<file path="src/design/ssm_ram.sv">
// ----------------------------------------------------------------------------
// Generic RAM
// Single write port, single read port, registered read data.
// ----------------------------------------------------------------------------
module ssm_ram #(
  parameter int WIDTH = 16,
  parameter int DEPTH = 256
) (
  input  logic                     clk,
  input  logic                     we,
  input  logic [$clog2(DEPTH)-1:0] waddr,
  input  logic [WIDTH-1:0]         wdata,
  input  logic [$clog2(DEPTH)-1:0] raddr,
  output logic [WIDTH-1:0]         rdata
);

  logic [WIDTH-1:0] mem [DEPTH];

  // Write and registered read.
  always_ff @(posedge clk) begin
    if (we) begin
      mem[waddr] <= wdata;
    end
    rdata <= mem[raddr];
  end

endmodule

</file>
<file path="config.mk">
export PLATFORM = sky130hd
export DESIGN_NAME = ssm_ram
export DESIGN_NICKNAME = d
export VERILOG_FILES = /design/src/design/ssm_ram.sv
export SDC_FILE = /design/constraint.sdc
export NUM_CORES = 2
export LEC_CHECK = 0
export ABC_CLOCK_PERIOD_IN_PS = 7100
export BUFFER_PORTS_ARGS = -buffer_cell sky130_fd_sc_hd__buf_2
export CAP_MARGIN = 10
export CORE_ASPECT_RATIO = 0.5
export CORE_UTILIZATION = 25
export CTS_BUF_LIST = sky130_fd_sc_hd__clkbuf_16
export DETAILED_ROUTE_END_ITERATION = 16
export PLACE_DENSITY = 0.5
export RECOVER_POWER = 100
export SYNTH_ARGS = -nofsm -noshare
export SYNTH_HDL_FRONTEND = slang
export SYNTH_SLANG_ARGS = --single-unit
</file>
<file path="constraint.sdc">
create_clock -name clk -period 7.1 [get_ports clk]
set_clock_uncertainty 0.1 [all_clocks]
set_input_delay 0.355 -clock clk [delete_from_list [all_inputs] [get_ports clk]]
set_output_delay 0.355 -clock clk [all_outputs]
set_load 0.05 [all_outputs]
</file>
## Word level (Yosys, flattened, before mapping)

Memory sizes are Yosys's and may differ from the RTL's. A register that Yosys moved wholly into a read port is not among the register bits.
Cells that the tools add are included.

| word-level totals | value |
|---|---|
| register bits after elaboration | 0 |
| RAM bits | 4096 |
| bits of input ports | 34 |
| output and inout bits | 16 |
| memories | 1 |

Memory list:

| memory | words | width | rd ports | clocked after Yosys merged registers in | write ports | line | RTL |
|---|---|---|---|---|---|---|---|
| mem | 256 | 16 | 1 | 1 | 1 | 17 | `logic [WIDTH-1:0] mem [DEPTH];` |

| operators by class | value |
|---|---|
| muxes and demuxes | 2 |

Operators with widths:

| kind | count |
|---|---|
| 2-to-1 mux 1 bit | 2 |

## Depth between registers and ports, before layout

| depth | value |
|---|---|
| word-level depth | 2 |
| mapped depth | 12 |

## Worst setup path before layout

No wires, ideal clock.

| path | value |
|---|---|
| kind | in2reg |
| start | in waddr[3] |
| end | mem mem[235][0] (enable) |
| setup time | 0.388 ns |
| data arrival time | 2.132 ns |
| setup slack | 4.480 ns |
| stages on the path | 6 |
| path through | clkbuf_1 nor2b_1 clkbuf_1 nand4_1 clkbuf_1 nor2_1 |

RTL lines:

| element | line | RTL |
|---|---|---|
| from (decl) | 11 | `input logic [$clog2(DEPTH)-1:0] waddr,` |
| to (decl) | 17 |  |

No word-level cell before the write port.

## Final worst setup path

| path | value |
|---|---|
| start | in wdata[7] |
| end | mem mem[175][7], data pin |

RTL lines:

| element | line | RTL |
|---|---|---|
| from (decl) | 12 | `input logic [WIDTH-1:0] wdata,` |

No word-level cell before the write port.

==> metrics <==
drt drc=0; CP max FO=slightly below 100; Setup WS pre-CTS=2250 ps; Synth area leader=edfxtp_1; synthesized cell area=about 0.16 mm2; post-synth net total=about 7400; Rows=between 200 and 250; Psw=roughly 11 mW; min Tclk post-route=around 5300 ps; max cap viols=111; final net count=7819; status=complete, but fails checks; dominant cells by area after synthesis=edfxtp_1 (77%), mux4_2 (11%), mux2i_1 (3.6%); RePlAce Congestion=0.808; Seq pwr share=0.525; Sw Share=0.222; RSZ-0062 raised after global routing=no; Worst slew margin=-1.98; worst-margin pin slew=approximately 4500 ps; top-area cell type share of the netlist area=0.775; pwr dens=~280 mW/mm2; mean area per synthesized cell=around 22 um2; Power, Total=51.2 mW; Data arrival, critical path=around 5600 ps; Hold Path Origin=raddr[6]; die span in y=565 um; layout cells sized above 1=0.210; worst skew pair latency=a little over 1000 ps; Overflow after GRT=0; fin. max-slew vios=approximately 3500; final wirelength=approximately 460 mm; synth unique cells=52; ANT nets after route=0; synthesis-stage register bit count=around 4000; crit end category=flip-flop; initial antenna violation count=47; Worst-path clk slew=approximately 60 ps; Pint=about 40 mW; Sink Count=approximately 4000; Max Freq=between 0.15 and 0.2 GHz; GRT Util Overall=0.141; combinational power share=0.051; Syn. warnings=0; Iteration-0 DRC Markers=between 9000 and 10000; IO Count=50; clock root buffer=clkbuf_16; CTS max path bufs=4; DIE WIDTH=~1.1 mm; core area=between 0.6 and 0.7 mm2; I/O Buffers=49; critical path launch point=wdata[7]; CTS tree=done; Hold Crit Class=primary input to flip-flop; Critical Path RT=around 7400 ps; leak pwr=55.8 nW; Num CTS Buffers=412; WHS=~190 ps; post-route setup slack=~1800 ps; failing checks=max-capacitance violations, max-slew violations; Max VDD drop=approximately 0.20 mV; final setup fails=0; area grow syn2layout=15.4%; Synth Instances=~7400; RR Startpoint=mem[59][0]; crit share post-route=0.752; first-pass GRT wire length=approximately 640 mm; H-tree depth=5; CP startpoint kind=primary input; Starting Density=0.252; critical path class=primary input to flip-flop; Fin. Hold Viols=0; detailed-route via count=78700; drt pass-1 iters=6; DPL Wire Length=about 270 mm; WL per Instance=~28 um; vias in the first global route=between 70000 and 80000; Seq/Total Area, Yosys=0.777; Die Footprint=roughly 0.64 mm2; setup TNS=0 ps; vias per std cell=between 4 and 5; pin count of the biggest net entering global routing=154; Clock power frac=0.424; # resized after CTS=0
-- cell usage in the layout, fill, tap and decap left out, types with 18 or more instances in the layout --
cell and instances:
clkinv_1 100, a211oi_1 18, nor2_2 52, o221ai_1 252
a21oi_1 175, o22ai_1 148, nand3_1 35, clkinv_2 81
o21ai_0 34, bufinv_16 44, buf_12 32, nand2_1 38
nor2_1 251, a22oi_1 43, clkbuf_1 279, a22o_1 32
nand4_1 26, mux2i_1 565, clkbuf_16 415, mux2_2 86
edfxtp_1 4096, mux4_2 797, nor3_1 84, o32ai_1 20
a221oi_1 28, inv_1 79, buf_4 105
-- state kept, by name, indices dropped and copies added, names as in the netlist --
signal,cells
rdata,16
mem,4096
-- critical path, cell delays in order --
cell	delay, ps
dlygate4sd3_1	570
buf_8	510
clkbuf_1	1970
clkbuf_1	1960
-- logic make-up (layout without fill, tap and decap cells) --
kind of cell / after synthesis / count (layout) / share of synthesized area
buffers and inverters: 456 / 1224 / 0.0169
DFF: 4112 / 4112 / 0.777
other: 0 / 17 / 0
and+or+nand+nor: 556 / 556 / 0.0157
muxes: 1450 / 1450 / 0.155
AOI/OAI and AO/OA: 786 / 786 / 0.0354
-- power groups by stage --
stage	registers [mW]	logic, mW	clock network, mW
floorplan	27.4	1.32	0
global placement	27.3	2.64	0
detailed placement	27.3	2.67	0
CTS	26.8	2.68	22.1
global route	26.8	2.74	23.1
finish	26.9	2.61	21.7
-- through the flow --
stage	cell area, um2	cells	util
floorplan	159000	7360	-
global placement	171000	15800	0.271
detailed placement	171000	15800	0.271
CTS	184000	16600	0.292
global route	183000	16600	0.290
finish	183000	16600	0.290
-- final cells by class --
cell class	count	area [um2]
tap	8424	10500
fill	61900	448000
multi-input combinational	2792	32900
timing repair buffer	463	2930
antenna	17	42.5
clock buffer	415	10400
clock inverter	342	2970
inverter	4	27.5
sequential	4112	123000
-- worst paths after layout --
check	endpoint	slack [ps]	depth (start not counted)
hold / removal	rdata[1]	190	4
setup / recovery	mem[175][7]	1760	4
hold reg to reg	rdata[8]	940	6
setup reg to reg	rdata[0]	3620	5
-- metal layers --
| metal | share of wire | vias up | GRT usage |
|---|---|---|---|
| met5 | 0.00085 | - | 0 |
| met2 | 0.47 | 2920 | 0.226 |
| met3 | 0.069 | 615 | 0.0237 |
| met1 | 0.43 | 42900 | 0.198 |
| li1 | - | 32200 | - |
| met4 | 0.029 | 12 | 0.0370 |
-- synthesized netlist by cell type, drive strengths merged --
cell type,count
a22oi,43
mux2,88
o32ai,21
nor3b,1
a31oi,6
buf,222
and4,2
nor2b,9
and2,2
mux2i,565
dfxtp,16
nor4bb,2
nor3,92
a2111oi,6
nor4,18
mux4,797
nand4b,3
nand3,35
o21ai,38
nand3b,1
o22ai,148
and3,11
o31ai,16
a21o,2
o221ai,253
edfxtp,4096
nor2,304
a22o,32
or3,2
or4b,1
nand2b,3
clkbuf,230
inv,4
nand2,38
or2,5
or3b,1
a221oi,28
a211oi,18
a21oi,175
nand4,26
-- timing repair --
action / 4_1_cts / 5_1_grt
endpoints found under the hold margin: 1301 / 0
buffers inserted: 0 / 0
hold buffers: 16 / 0
Power figures use the tool's default switching activity.
